## src/crp_pkg.sv

```systemverilog
package crp_pkg;

  // character codes
  localparam logic [7:0] CH_COMMA = 8'h2C;
  localparam logic [7:0] CH_QUOTE = 8'h22;
  localparam logic [7:0] CH_ZERO  = 8'h30;
  localparam logic [7:0] CH_NINE  = 8'h39;

  localparam int unsigned POP_W = 32;
  localparam logic [POP_W-1:0] POP_MAX = '1;

  // result queue; depth must be a power of two (pointers wrap)
  localparam int unsigned FIFO_DEPTH = 4;
  localparam int unsigned FIFO_PTR_W = $clog2(FIFO_DEPTH);
  localparam int unsigned FIFO_CNT_W = $clog2(FIFO_DEPTH + 1);

  typedef enum logic [3:0] {
    PH_START   = 4'd0,
    PH_RANK    = 4'd1,
    PH_WAITQ   = 4'd2,
    PH_NAME    = 4'd3,
    PH_WAITC   = 4'd4,
    PH_POPOPEN = 4'd5,
    PH_POP     = 4'd6,
    PH_SKIP    = 4'd7
  } phase_t;

  typedef enum logic [1:0] {
    KIND_NAME   = 2'd0,
    KIND_ACCEPT = 2'd1,
    KIND_ERROR  = 2'd2
  } kind_t;

  typedef struct packed {
    kind_t            kind;
    logic [7:0]       name_byte;
    logic [POP_W-1:0] population;
    logic             last;
  } result_t;

endpackage

```

## src/csv_city_record_parser.sv

```systemverilog
// Path: a byte word accepted into the input register is parsed from there, and its
//   results are pushed into the result queue, whose head drives the outputs.
// Throughput: one byte word per cycle; a byte that yields two results (name byte
//   then line error) is absorbed by the 4-deep result queue, so input stalls only
//   when the consumer stalls.
// Reset (rst, synchronous, active high): parse phase to start of line,
//   population to zero, input register and result queue emptied.
module csv_city_record_parser (
  input  logic                     clk,
  input  logic                     rst,
  input  logic                     data_valid,
  output logic                     data_ready,
  input  logic [7:0]               data_byte,
  input  logic                     line_end,
  output logic                     result_valid,
  input  logic                     result_ready,
  output logic [1:0]               result_kind,
  output logic [7:0]               name_byte,
  output logic [crp_pkg::POP_W-1:0] population,
  output logic                     last_result
);
  import crp_pkg::*;

  // input register: holds one byte word until the queue can take its results
  logic       in_full;
  logic [7:0] in_byte;
  logic       in_eol;
  logic       step;

  result_t res0;
  result_t res1;
  result_t dout;
  logic    res0_en;
  logic    res1_en;
  logic    room2;
  logic    not_empty;
  logic    pop;

  // a byte is parsed once the queue has room for its worst case (two results)
  assign step       = in_full && room2;
  assign data_ready = !in_full || step;
  assign pop        = result_valid && result_ready;

  always_ff @(posedge clk) begin
    if (rst) begin
      in_full <= 1'b0;
    end else if (data_valid && data_ready) begin
      in_full <= 1'b1;
    end else if (step) begin
      in_full <= 1'b0;
    end
  end

  always_ff @(posedge clk) begin
    if (data_valid && data_ready) begin
      in_byte <= data_byte;
      in_eol  <= line_end;
    end
  end

  crp_parser u_parser (
    .clk       (clk),
    .rst       (rst),
    .step      (step),
    .data_byte (in_byte),
    .line_end  (in_eol),
    .res0_en   (res0_en),
    .res0      (res0),
    .res1_en   (res1_en),
    .res1      (res1)
  );

  crp_res_fifo u_fifo (
    .clk       (clk),
    .rst       (rst),
    .push0     (res0_en),
    .din0      (res0),
    .push1     (res1_en),
    .din1      (res1),
    .pop       (pop),
    .dout      (dout),
    .not_empty (not_empty),
    .room2     (room2)
  );

  // result word comes straight from the queue head
  assign result_valid = not_empty;
  assign result_kind  = dout.kind;
  assign name_byte    = dout.name_byte;
  assign population   = dout.population;
  assign last_result  = dout.last;

  a_hold_when_blocked: assert property (@(posedge clk) disable iff (rst)
    (in_full && !room2) |=> (in_full && $stable(in_byte) && $stable(in_eol)))
    else $error("held byte changed while queue was full");

endmodule

```

## src/crp_parser.sv

```systemverilog
module crp_parser (
  input  logic              clk,
  input  logic              rst,
  input  logic              step,
  input  logic [7:0]        data_byte,
  input  logic              line_end,
  output logic              res0_en,
  output crp_pkg::result_t  res0,
  output logic              res1_en,
  output crp_pkg::result_t  res1
);
  import crp_pkg::*;

  phase_t           phase;
  phase_t           phase_next;
  logic [POP_W-1:0] acc;
  logic [POP_W-1:0] acc_next;

  logic             is_digit;
  logic [POP_W+3:0] prod;
  logic [POP_W-1:0] acc_sat;

  // primary result of the byte, before the line-end error
  logic             p_en;
  kind_t            p_kind;
  logic [7:0]       p_name;
  logic [POP_W-1:0] p_pop;
  logic             closed;
  logic             eol_err;

  assign is_digit = (data_byte >= CH_ZERO) && (data_byte <= CH_NINE);

  // acc * 10 + digit as (acc << 3) + (acc << 1) + digit
  assign prod = {1'b0, acc, 3'b000} + {3'b000, acc, 1'b0}
              + {{(POP_W){1'b0}}, data_byte[3:0]};
  assign acc_sat = (prod[POP_W+3:POP_W] != 4'd0) ? POP_MAX : prod[POP_W-1:0];

  // next state
  always_comb begin
    phase_next = phase;
    acc_next   = acc;
    unique case (phase)
      PH_START:   phase_next = is_digit ? PH_RANK : PH_SKIP;
      PH_RANK:    if (data_byte == CH_COMMA) phase_next = PH_WAITQ;
      PH_WAITQ:   if (data_byte == CH_QUOTE) phase_next = PH_NAME;
      PH_NAME:    if (data_byte == CH_QUOTE) phase_next = PH_WAITC;
      PH_WAITC:   if (data_byte == CH_COMMA) phase_next = PH_POPOPEN;
      PH_POPOPEN: begin
        acc_next   = '0;
        phase_next = (data_byte == CH_QUOTE) ? PH_POP : PH_SKIP;
      end
      PH_POP: begin
        if (data_byte == CH_COMMA) begin
          phase_next = PH_POP;
        end else if (is_digit) begin
          acc_next = acc_sat;
        end else begin
          phase_next = PH_SKIP;
        end
      end
      default:    phase_next = PH_SKIP;
    endcase
    if (line_end) phase_next = PH_START;
  end

  // outputs
  always_comb begin
    p_en   = 1'b0;
    p_kind = KIND_NAME;
    p_name = '0;
    p_pop  = '0;
    closed = 1'b0;
    unique case (phase)
      PH_START: begin
        if (!is_digit) begin
          p_en   = 1'b1;
          p_kind = KIND_ERROR;
          closed = 1'b1;
        end
      end
      PH_NAME: begin
        if (data_byte != CH_QUOTE) begin
          p_en   = 1'b1;
          p_kind = KIND_NAME;
          p_name = data_byte;
        end
      end
      PH_POPOPEN: begin
        if (data_byte != CH_QUOTE) begin
          p_en   = 1'b1;
          p_kind = KIND_ACCEPT;
          closed = 1'b1;
        end
      end
      PH_POP: begin
        if (data_byte != CH_COMMA && !is_digit) begin
          p_en   = 1'b1;
          p_kind = KIND_ACCEPT;
          p_pop  = acc;
          closed = 1'b1;
        end
      end
      PH_RANK, PH_WAITQ, PH_WAITC: closed = 1'b0;
      default:                     closed = 1'b1;
    endcase

    eol_err = line_end && !closed;

    res1    = '{kind: KIND_ERROR, name_byte: 8'd0, population: '0, last: 1'b1};
    res1_en = step && p_en && eol_err;
    if (p_en) begin
      res0    = '{kind: p_kind, name_byte: p_name, population: p_pop, last: !eol_err};
      res0_en = step;
    end else begin
      res0    = '{kind: KIND_ERROR, name_byte: 8'd0, population: '0, last: 1'b1};
      res0_en = step && eol_err;
    end
  end

  always_ff @(posedge clk) begin
    if (rst) begin
      phase <= PH_START;
      acc   <= '0;
    end else if (step) begin
      phase <= phase_next;
      acc   <= acc_next;
    end
  end

  a_second_is_error: assert property (@(posedge clk) disable iff (rst)
    res1_en |-> (res0_en && res1.kind == KIND_ERROR && !res0.last))
    else $error("second result without first, or not an error");

  a_sat_holds: assert property (@(posedge clk) disable iff (rst)
    (step && phase == PH_POP && acc == POP_MAX) |=> (acc == POP_MAX))
    else $error("saturated population left the maximum");

endmodule

```

## src/crp_res_fifo.sv

```systemverilog
module crp_res_fifo (
  input  logic              clk,
  input  logic              rst,
  input  logic              push0,
  input  crp_pkg::result_t  din0,
  input  logic              push1,
  input  crp_pkg::result_t  din1,
  input  logic              pop,
  output crp_pkg::result_t  dout,
  output logic              not_empty,
  output logic              room2
);
  import crp_pkg::*;

  result_t                mem [FIFO_DEPTH];
  logic [FIFO_PTR_W-1:0]  wptr;
  logic [FIFO_PTR_W-1:0]  wptr1;
  logic [FIFO_PTR_W-1:0]  rptr;
  logic [FIFO_CNT_W-1:0]  count;
  logic [FIFO_CNT_W-1:0]  count_next;

  assign wptr1      = wptr + FIFO_PTR_W'(1);
  assign not_empty  = (count != '0);
  assign room2      = (count <= FIFO_CNT_W'(FIFO_DEPTH - 2));
  assign dout       = mem[rptr];
  assign count_next = count + FIFO_CNT_W'(push0) + FIFO_CNT_W'(push1)
                    - FIFO_CNT_W'(pop);

  always_ff @(posedge clk) begin
    if (push0) mem[wptr] <= din0;
    if (push1) mem[wptr1] <= din1;
  end

  always_ff @(posedge clk) begin
    if (rst) begin
      wptr  <= '0;
      rptr  <= '0;
      count <= '0;
    end else begin
      count <= count_next;
      if (pop) rptr <= rptr + FIFO_PTR_W'(1);
      if (push1)      wptr <= wptr + FIFO_PTR_W'(2);
      else if (push0) wptr <= wptr1;
    end
  end

  a_no_overflow: assert property (@(posedge clk) disable iff (rst)
    count <= FIFO_CNT_W'(FIFO_DEPTH))
    else $error("result queue overflow");

  a_push_order: assert property (@(posedge clk) disable iff (rst)
    push1 |-> (push0 && room2))
    else $error("second push without first or without room");

  a_no_underflow: assert property (@(posedge clk) disable iff (rst)
    pop |-> not_empty)
    else $error("pop from empty result queue");

endmodule
```

## config.mk

```make
export PLATFORM = sky130hd
export DESIGN_NAME = csv_city_record_parser
export DESIGN_NICKNAME = d
export VERILOG_FILES = /design/src/crp_pkg.sv /design/src/csv_city_record_parser.sv /design/src/crp_parser.sv /design/src/crp_res_fifo.sv
export SDC_FILE = /design/constraint.sdc
export NUM_CORES = 1
export LEC_CHECK = 0
export CAP_MARGIN = 10
export CORE_MARGIN = 4
export CORE_UTILIZATION = 42
export CTS_CLUSTER_DIAMETER = 40
export DETAILED_ROUTE_END_ITERATION = 8
export DONT_BUFFER_PORTS = 1
export GPL_TIMING_DRIVEN = 0
export PLACE_DENSITY = 0.59
export SYNTH_ARGS = -nofsm -noshare
export SYNTH_HDL_FRONTEND = slang
export SYNTH_SLANG_ARGS = --single-unit
export TNS_END_PERCENT = 1
```

## constraint.sdc

```tcl
create_clock -name clk -period 3.9 [get_ports clk]
set_input_delay 0.195 -clock clk [delete_from_list [all_inputs] [get_ports clk]]
set_output_delay 0.195 -clock clk [all_outputs]
set_load 0.02 [all_outputs]
```

==> run_results.csv, run 1 <==
group,metric,value,unit
routing,wl_met1,16.7,mm
clock_tree,cts-buffers-inserted,37,
synthesis,synth_top_family_by_area,"simple AND/OR/NAND/NOR gates",
synthesis,ys_seq_area_share,38.7,%
placement,gp_congestion,0.921,
floorplan,dieArea,0.0312,mm^2
status,status,"complete, no violations",
clock_tree,h-tree-depth,2,
pwr,power.leakage,0.00546,uW
synthesis,synthesis.nets,1457,
routing,dr_wl_met3,2.58,mm
sta,timing.final.crit_share,99.2,%
pwr,swShare,27.1,%
setup_path,worst_path_largest_cell_delay,0.55,ns
pwr,pwr-share-clk,50.5,%
setup_path,crit_required,4.30,ns
setup_path,path_class,"reg2reg",
global_route,gr-total-overflow,0,
global_route,grtUsageTotal,24.0,%
pwr,combPwrFrac,13.6,%
setup_path,start_kind,"flip-flop",
global_route,grt_first_pass_wirelength,59.5,mm
clock_tree,cts_tree,"done",
sta,tightest_slew,1.13,ns
worst_hold_path,min_path_type,"in2reg",
synthesis,yosys-top-cells-count,"238 x nand2_1, 217 x dfxtp_1, 198 x a21oi_1",
synthesis,async_flop_share,0,%
placement,dp_hpwl,26.6,mm
synthesis,synth-edff-count,9,
cells_and_area,fillers,2713,
synthesis,yosys.area_share.simple,19.8,%
clock_tree,clk_pin_slew_worst_paths,0.06,ns
cells_and_area,syn2layout_area_growth,16.9,%
synthesis,avgSynthCellArea,8.72,um^2
clock_tree,cts.path.max_buffers,3,
pwr,p_int,5060,uW
clock_tree,clk_latency,0.52,ns
routing,via_count,10704,
floorplan,core,0.0279,mm^2
sta,hold_slack,0.0561,ns
routing,antenna_left,0,
cells_and_area,fin_util,49.9,%
synthesis,synth-seq-cells,226,
clock_tree,root_buffer,"clkbuf_16",
synthesis,synth_top_area_share,36.4,%
synthesis,yosysUniqueCellTypes,67,
synthesis,synthXorXnorAreaFrac,2.35,%
routing,dr.pass1.iters,5,
synthesis,synth_top_area_cell,"dfxtp_1",
synthesis,synth-adder-area-share,8.12,%
sta,fin_crit,3.87,ns
routing,wl,37.9,mm
pwr,finalPower,6940,uW
sta,slew_viol_final,0,
sta,finalHoldViolCount,0,
sta,skew,0.0204,ns
global_route,grt_max_degree,13,
cells_and_area,design_area,0.0139,mm^2
synthesis,synth-compound-area-share,17.9,%
routing,via_per_inst,5.84,
placement,numPortBuffers,0,
synthesis,syn_area,0.0119,mm^2
setup_path,crit_fanout,10,
pwr,power.density,498,mW/mm^2
routing,maxUsedRoutingLayer,"met4",
global_route,grt_pass1_vias,10575,
placement,pre_cts_slack,-0.00605,ns
synthesis,synthCells,1369,
floorplan,die_w,177,um
setup_path,slowest_stage,"fa_1",
pwr,p_seq_share,35.9,%
cells_and_area,drive_gt1_share,13.4,%
floorplan,initial_core_util,42.7,%
floorplan,fp-row-count,61,
synthesis,yosysWarningCount,0,
sta,setup_ws,0.0301,ns
cells_and_area,num_antenna_cells,0,
routing,met2_length,17.1,mm
synthesis,yosys-top-cells-area,"dfxtp_1 36%, a21oi_1 8.3%, mux4_2 8.1%, nand2_1 7.5%, ha_1 7.4%",
pwr,power.switching,1880,uW
global_route,antenna_found_initial,0,
clock_tree,cts.sinks,226,
sta,setup_viol,0,
floorplan,fp.dieH,177,um
routing,initialDrtViolationCount,808,
synthesis,ys.flop_type,"dfxtp_1",
cells_and_area,fin_nets,1515,
synthesis,synth_most_common_cell,"nand2_1",
cells_and_area,register_area,0.00462,mm^2
sta,fmax,258,MHz
floorplan,ios,58,
setup_path,crit_path_end_kind,"flip-flop",
synthesis,synthMuxAreaShare,8.20,%
routing,avgRoutedWirePerCell,20.7,um
routing,drc,0,
cells_and_area,multiInputGateArea,0.00674,mm^2
setup_path,crit_top_cell,"a211oi_2",
pwr,ir_drop,0.423,mV
job,cap_violations,0,
sta,relSlewSlack,24.8,%
placement,place_area,0.0124,mm^2
sta,rsz0062_at_grt,"yes",
setup_path,arrival,4.27,ns
setup_path,path_cells,"fa_1 > fa_2 > a211oi_2 > o211ai_1 > a211oi_2 > a21oi_2 > a311o_1 > a211oi_4 > buf_4 > buf_6 > a41oi_1 > a21o_1",
placed cells by master, fill, tap and decap left out, types with 6 or more instances in the layout:
master	Yosys	routed
a211o_1	6	6
a211oi_1	13	12
a21o_1	9	9
a21oi_1	198	198
a22o_1	25	25
a31oi_1	6	6
a41oi_1	7	7
and2_1	15	15
and3_1	10	10
buf_1	7	7
buf_2	38	36
buf_4	10	17
clkbuf_1	51	53
clkbuf_16	0	39
clkbuf_8	0	7
dfxtp_1	217	216
dlygate4sd3_1	0	11
edfxtp_1	9	9
ha_1	71	71
inv_1	15	15
mux4_2	43	43
nand2_1	238	238
nand3_1	144	144
nand4_1	29	29
nor2_1	52	52
nor2b_1	6	6
nor3_1	8	8
o211ai_1	7	7
o21ai_0	31	31
xnor2_1	17	17
xor2_1	15	15
what timing repair did:
item                                    in CTS  in global routing
gates cloned                                 0                  2
setup buffers                                0                  6
pin swaps                                    0                  5
endpoints found under the setup margin      19                 32
hold endpoints to repair                    12                  0
resized for setup                            1                  9
hold buffers                                11                  0
metrics by stage:
step	TNS (ns)	instances
after floorplan	0	1369
after global placement	0	1747
after detailed placement	-0.00605	1747
after CTS	0	1825
after global routing	-0.209	1833
final	0	1833
area by class of cell:
class | count | share of cell area (%)
multi-input cells | 1017 | 48.4
clock buffers | 48 | 7.74
repair buffers | 19 | 1.22
flip-flops and latches | 226 | 33.1
plain buffers | 111 | 3.86
inverters | 15 | 0.404
well taps | 378 | 3.39
clock inverters | 19 | 1.92
layer usage:
| metal | GRT usage, % | vias up |
|---|---|---|
| li1 | - | 5078 |
| met1 | 32.7 | 5171 |
| met2 | 37.7 | 367 |
| met3 | 4.54 | 88 |
| met4 | 9.74 | 0 |
| met5 | 0 | - |
flip-flops by register name, summed over array words and instances (netlist names), named ones only:
signal / flops
in_full: 1
u_parser.acc: 32
in_eol: 1
u_fifo.mem: 172
u_fifo.wptr: 2
u_fifo.rptr: 2
u_parser.phase: 3
u_fifo.count: 3
in_byte: 8
cells by family (layout without fill, tap and decap cells):
| logic type | after synthesis | in the layout |
|---|---|---|
| and+or+nand+nor | 521 | 521 |
| buffers and inverters | 126 | 212 |
| adders and majority gates | 75 | 75 |
| muxes | 44 | 44 |
| DFF | 226 | 226 |
| xor gates and xnor gates | 32 | 32 |
| AOI/OAI and AO/OA | 345 | 345 |
critical path: cells and delay by family, from the launching register on:
family,cells,cell delay [ns]
compound gates,8,1.96
fa+ha+maj,2,0.99
buf+inv,2,0.29
flops,1,0.50
worst paths after layout:
path,cells past startpoint,end,slack (ns),start
max,12,u_parser.acc[13],0.03,in_byte[3]
min,3,flip-flop,0.06,result_ready
max reg2reg,12,u_parser.acc[13],0.03,in_byte[3]
min reg2reg,2,u_fifo.mem[3][38],0.45,u_fifo.mem[3][38]
power by group through the flow:
stage	Combinational (uW)	Clock, uW	Sequential (uW)
2_1_floorplan	667	0	2520
4_1_cts	939	3550	2490
3_5_place_dp	928	0	2540
6_report	944	3510	2490
5_1_grt	1020	3660	2500
3_3_place_gp	915	0	2540
No activity file was read; power rests on OpenSTA's default activity.
==> run 2, diff against run 1 <==
--- a/config.mk
+++ b/config.mk
@@ -7,12 +7,12 @@
 export LEC_CHECK = 0
 export CAP_MARGIN = 10
 export CORE_MARGIN = 4
-export CORE_UTILIZATION = 42
+export CORE_UTILIZATION = 47
 export CTS_CLUSTER_DIAMETER = 40
 export DETAILED_ROUTE_END_ITERATION = 8
 export DONT_BUFFER_PORTS = 1
 export GPL_TIMING_DRIVEN = 0
-export PLACE_DENSITY = 0.59
+export PLACE_DENSITY = 0.65
 export SYNTH_ARGS = -nofsm -noshare
 export SYNTH_HDL_FRONTEND = slang
 export SYNTH_SLANG_ARGS = --single-unit
==> run 2 against run 1 <==
Global-route usage up 1.5 points. Largest power group unchanged. Fmax up 3.0%. Critical path type unchanged. Sequential share of layout area grew 0.57 points. Critical endpoint is now u_parser.acc[26]. First-iteration DRC count increased by 21%. Register-to-register slack gained 0.11 ns.
==> run_results.csv, run 2 (synthesis results as in run 1) <==
group,metric,value,unit
routing,via_per_inst,6.07,
cells_and_area,top_regs,"u_fifo.mem x172, u_parser.acc x32, in_byte x8",
setup_path,crit_path_end_kind,"flip-flop",
sta,setup_viol,0,
placement,gp_congestion,0.899,
cells_and_area,layout_commonest_cell,"nand2_1",
placement,numPortBuffers,0,
routing,avgRoutedWirePerCell,20.7,um
global_route,grt_max_degree,12,
pwr,power.density,481,mW/mm^2
sta,fmax,266,MHz
setup_path,crit_top_cell,"a211oi_2",
job,cap_violations,0,
clock_tree,cts.sinks,226,
placement,dp_hpwl,25.9,mm
sta,skew,0.0199,ns
clock_tree,h-tree-depth,2,
setup_path,crit_fanout,5,
setup_path,path_cells,"fa_1 > fa_2 > a211oi_2 > o211ai_1 > a211oi_2 > a21oi_2 > a311o_1 > a211oi_4 > buf_4 > buf_6 > a41oi_1 > a21o_1",
global_route,grt_pass1_vias,10471,
pwr,ir_drop,0.464,mV
cells_and_area,num_antenna_cells,0,
routing,initialDrtViolationCount,981,
setup_path,path_class,"reg2reg",
global_route,grtUsageTotal,25.5,%
worst_hold_path,min_path_type,"in2reg",
cells_and_area,regMostFlops,"u_fifo.mem",
clock_tree,clk_latency,0.52,ns
floorplan,core,0.0251,mm^2
routing,via_count,10798,
cells_and_area,fin_nets,1511,
setup_path,worst_path_largest_cell_delay,0.54,ns
setup_path,critPathTopFamily,"compound AO/OA/AOI/OAI gates",
sta,fin_crit,3.76,ns
cells_and_area,design_area,0.0137,mm^2
setup_path,crit_required,4.30,ns
setup_path,start_kind,"flip-flop",
setup_path,arrival,4.16,ns
routing,drc,0,
floorplan,dieArea,0.0280,mm^2
setup_path,reg2reg_slack,0.14,ns
sta,finalHoldViolCount,0,
status,status,"complete, no violations",
clock_tree,cts_tree,"done",
routing,dr.pass1.iters,5,
sta,slew_viol_final,0,
cells_and_area,drive_gt1_share,12.7,%
floorplan,die_w,167,um
floorplan,fp.dieH,167,um
floorplan,fp-row-count,58,
routing,wl,36.9,mm
setup_path,slowest_stage,"fa_1",
routing,antenna_left,0,
clock_tree,clk_pin_slew_worst_paths,0.05,ns
global_route,antenna_found_initial,0,
sta,relSlewSlack,27.1,%
setup_path,path_depth,12,
cells_and_area,final_cell_mix,"238 x nand2_1, 215 x dfxtp_1, 198 x a21oi_1",
global_route,grt_first_pass_wirelength,57.7,mm
clock_tree,root_buffer,"clkbuf_16",
floorplan,ios,58,
sta,tightest_slew,1.09,ns
sta,setup_ws,0.141,ns
clock_tree,cts.path.max_buffers,3,
cells_and_area,syn2layout_area_growth,14.9,%
cells_and_area,largest_reg_flops,172,
setup_path,cp.buffers_inverters,2,
worst_hold_path,whs_path_depth,2,
floorplan,initial_core_util,47.5,%
sta,timing.final.crit_share,96.4,%
setup_path,rr_worst_depth,12,
global_route,gr-total-overflow,0,
placement,place_area,0.0123,mm^2
placement,pre_cts_slack,0.0547,ns
pwr,power.leakage,0.00535,uW
clock_tree,cts-buffers-inserted,35,
run 2: cell types whose count changed in the layout (fill, tap and decap cells not counted), moves of 2 or more:
cell,before,now
buf_4,17,14
clkbuf_16,39,36
clkbuf_1,53,59
buf_2,36,39
clkbuf_4,3,1
clkinv_4,3,0
ha_1,71,69
clkbuf_8,7,3
run 2: area by class of cell:
cell class	count	area (um^2)
well taps	330	413
clock buffers	47	972
multi-input cells	1017	6760
fillers	2435	11400
plain buffers	111	536
clock inverters	15	209
flip-flops and latches	226	4620
repair buffers	17	150
inverters	15	56.3
run 2: power breakdown:
part / internal (uW) / switching, uW / total, uW
registers: 2430 / 62.9 / 2500
clock network: 2030 / 1130 / 3150
logic: 325 / 620 / 945
total: 4790 / 1810 / 6600
run 2: layer usage:
layer,up-vias,GRT usage [%],part of all wire (%)
li1,5064,-,-
met1,5260,35.4,44
met2,409,40.8,46
met3,65,4.56,7.4
met4,0,7.80,2.8
met5,-,0,0
run 2: timing repair:
item / in CTS / in global routing
gates resized for setup: 0 / 8
setup endpoints to repair: 0 / 32
hold buffers: 11 / 0
setup buffers: 0 / 4
endpoints found under the hold margin: 12 / 0
run 2: per-stage QoR:
step | util (%) | total power, uW | std cells | hold WS [ns] | setup TNS, ns
after CTS | 54.3 | 6610 | 1772 | 0.0675 | 0
after global routing | 54.6 | 6800 | 1778 | 0.0826 | -0.00855
final | 54.6 | 6600 | 1778 | 0.0694 | 0
after detailed placement | 49.2 | 3460 | 1699 | 0.272 | 0
after floorplan | - | 3190 | 1369 | 0.267 | 0
after global placement | 49.2 | 3440 | 1699 | 0.270 | 0
run 2: path summary, 6_finish.rpt:
path | startpoint | endpoint
max | in_byte[3] | u_parser.acc[26]
min | rst | u_fifo.wptr[0]
max reg2reg | in_byte[3] | u_parser.acc[26]
min reg2reg | u_fifo.mem[2][3] | u_fifo.mem[2][3]
==> run 3, diff against run 2 <==
--- a/config.mk
+++ b/config.mk
@@ -13,6 +13,7 @@
 export DONT_BUFFER_PORTS = 1
 export GPL_TIMING_DRIVEN = 0
 export PLACE_DENSITY = 0.65
+export SETUP_SLACK_MARGIN = 0.3
 export SYNTH_ARGS = -nofsm -noshare
 export SYNTH_HDL_FRONTEND = slang
 export SYNTH_SLANG_ARGS = --single-unit
==> run 3 against run 2 <==
Via count rose by 1.2%. Utilization rose by 0.65 points. Critical path depth rose by 1. Cell area rose by 1.2%. Largest cell class unchanged. Critical path type unchanged. Hold slack improved by 0.0078 ns. Die area did not move. Global-route usage rose by 0.13 points. Largest power group unchanged. Clock skew barely moved.
==> run_results.csv, run 3 (synthesis results as in run 1) <==
group,metric,value,unit
pwr,power.leakage,0.00541,uW
global_route,grtUsageTotal,25.6,%
global_route,grt_max_degree,12,
setup_path,crit_path_end_kind,"flip-flop",
setup_path,path_depth,13,
pwr,ir_drop,0.459,mV
sta,skew,0.0198,ns
placement,pre_cts_slack,0.0547,ns
setup_path,crit_required,4.29,ns
cells_and_area,syn2layout_area_growth,16.3,%
sta,rsz0062_at_grt,"yes",
placement,gp_congestion,0.899,
sta,timing.final.crit_share,90.6,%
routing,antenna_left,0,
routing,via_per_inst,6.12,
global_route,antenna_found_initial,0,
routing,avgRoutedWirePerCell,20.8,um
placement,dp_hpwl,25.9,mm
routing,dr.pass1.iters,5,
floorplan,fp-row-count,58,
cells_and_area,fin_nets,1518,
setup_path,rr_worst_depth,13,
cells_and_area,top_regs,"u_fifo.mem x172, u_parser.acc x32, in_byte x8",
global_route,grt_pass1_vias,10510,
sta,setup_ws,0.368,ns
placement,placedCellCount,1699,
cells_and_area,drive_gt1_share,14.1,%
sta,tightest_slew,1.07,ns
sta,fin_crit,3.53,ns
floorplan,initial_core_util,47.5,%
clock_tree,cts-buffers-inserted,35,
routing,drc,0,
status,status,"complete, no violations",
sta,setup_viol,0,
routing,via_count,10923,
setup_path,cp.buffers_inverters,3,
floorplan,fp.dieH,167,um
clock_tree,clk_latency,0.52,ns
setup_path,crit_fanout,9,
cells_and_area,stdcell_count,1785,
setup_path,path_class,"reg2reg",
global_route,grt_first_pass_wirelength,58.0,mm
sta,fmax,283,MHz
cells_and_area,layout_commonest_cell,"nand2_1",
clock_tree,h-tree-depth,2,
floorplan,dieArea,0.0280,mm^2
clock_tree,cts.sinks,226,
clock_tree,clk_pin_slew_worst_paths,0.05,ns
job,cap_violations,0,
setup_path,slowest_stage,"or4_4",
floorplan,ios,58,
sta,relSlewSlack,28.4,%
worst_hold_path,min_path_type,"in2reg",
routing,wl,37.2,mm
setup_path,worst_path_largest_cell_delay,0.52,ns
sta,slew_viol_final,0,
placement,place_area,0.0123,mm^2
clock_tree,root_buffer,"clkbuf_16",
floorplan,core,0.0251,mm^2
cells_and_area,fillers,2419,
clock_tree,cts.path.max_buffers,3,
floorplan,die_w,167,um
cells_and_area,num_antenna_cells,0,
cells_and_area,final_cell_mix,"238 x nand2_1, 209 x dfxtp_1, 197 x a21oi_1",
sta,finalHoldViolCount,0,
setup_path,reg2reg_slack,0.37,ns
worst_hold_path,whs_path_depth,2,
setup_path,critPathTopFamily,"compound AO/OA/AOI/OAI gates",
global_route,gr-total-overflow,0,
setup_path,path_cells,"ha_1 > ha_1 > buf_6 > nand4_1 > o221ai_1 > a21boi_1 > a21oi_1 > or4_4 > a211oi_4 > buf_4 > buf_4 > and3_1 > o21ai_0",
cells_and_area,regMostFlops,"u_fifo.mem",
cells_and_area,largest_reg_flops,172,
sta,fin_tns_setup,0,ns
placement,numPortBuffers,0,
setup_path,start_kind,"flip-flop",
setup_path,arrival,3.92,ns
routing,initialDrtViolationCount,963,
clock_tree,cts_tree,"done",
cells_and_area,design_area,0.0139,mm^2
pwr,power.density,476,mW/mm^2
-- run 3: changes by cell type in the layout (fill, tap and decap cells not counted), sizes merged --
cell | previous run | this run
buf | 64 | 71
-- run 3: path summary, 6_finish.rpt --
kind / startpoint / end
max: u_parser.acc[13] / u_parser.acc[29]
min reg2reg: u_fifo.mem[2][3] / u_fifo.mem[2][3]
min: rst / u_fifo.wptr[0]
max reg2reg: u_parser.acc[13] / u_parser.acc[29]
-- run 3: power breakdown --
group / switching, uW / internal [uW]
Clock: 1130 / 2030
Sequential: 59.3 / 2430
Combinational: 623 / 328
Total: 1810 / 4790
-- run 3: area by class of cell --
cell class	count	area (um^2)	area share (%)
timing repair buffer	24	213	1.53
clock inverter	15	209	1.51
sequential	226	4620	33.3
clock buffer	47	972	7.01
buffer	111	561	4.04
tap	330	413	2.98
multi-input combinational	1017	6830	49.2
inverter	15	56.3	0.406
-- run 3: through the flow --
stage	power [uW]	hold slack [ns]	utilization, %
after floorplan	3190	0.267	-
after global placement	3440	0.270	49.2
after detailed placement	3460	0.272	49.2
after CTS	6620	0.0675	54.7
after global routing	6800	0.0838	55.3
final	6600	0.0772	55.3
-- run 3: per-layer routing --
metal	global-route usage [%]	routed length, um
met1	35.7	16300
met2	41.0	17200
met3	4.56	2670
met4	7.62	1010
met5	0	0
-- run 3: what timing repair did --
item | in CTS | in global routing
resized for setup | 10 | 31
pin swaps | 9 | 14
hold endpoints to repair | 12 | 0
setup buffers | 7 | 3
hold buffers | 11 | 0
cloned | 2 | 1
setup endpoints to repair | 32 | 32
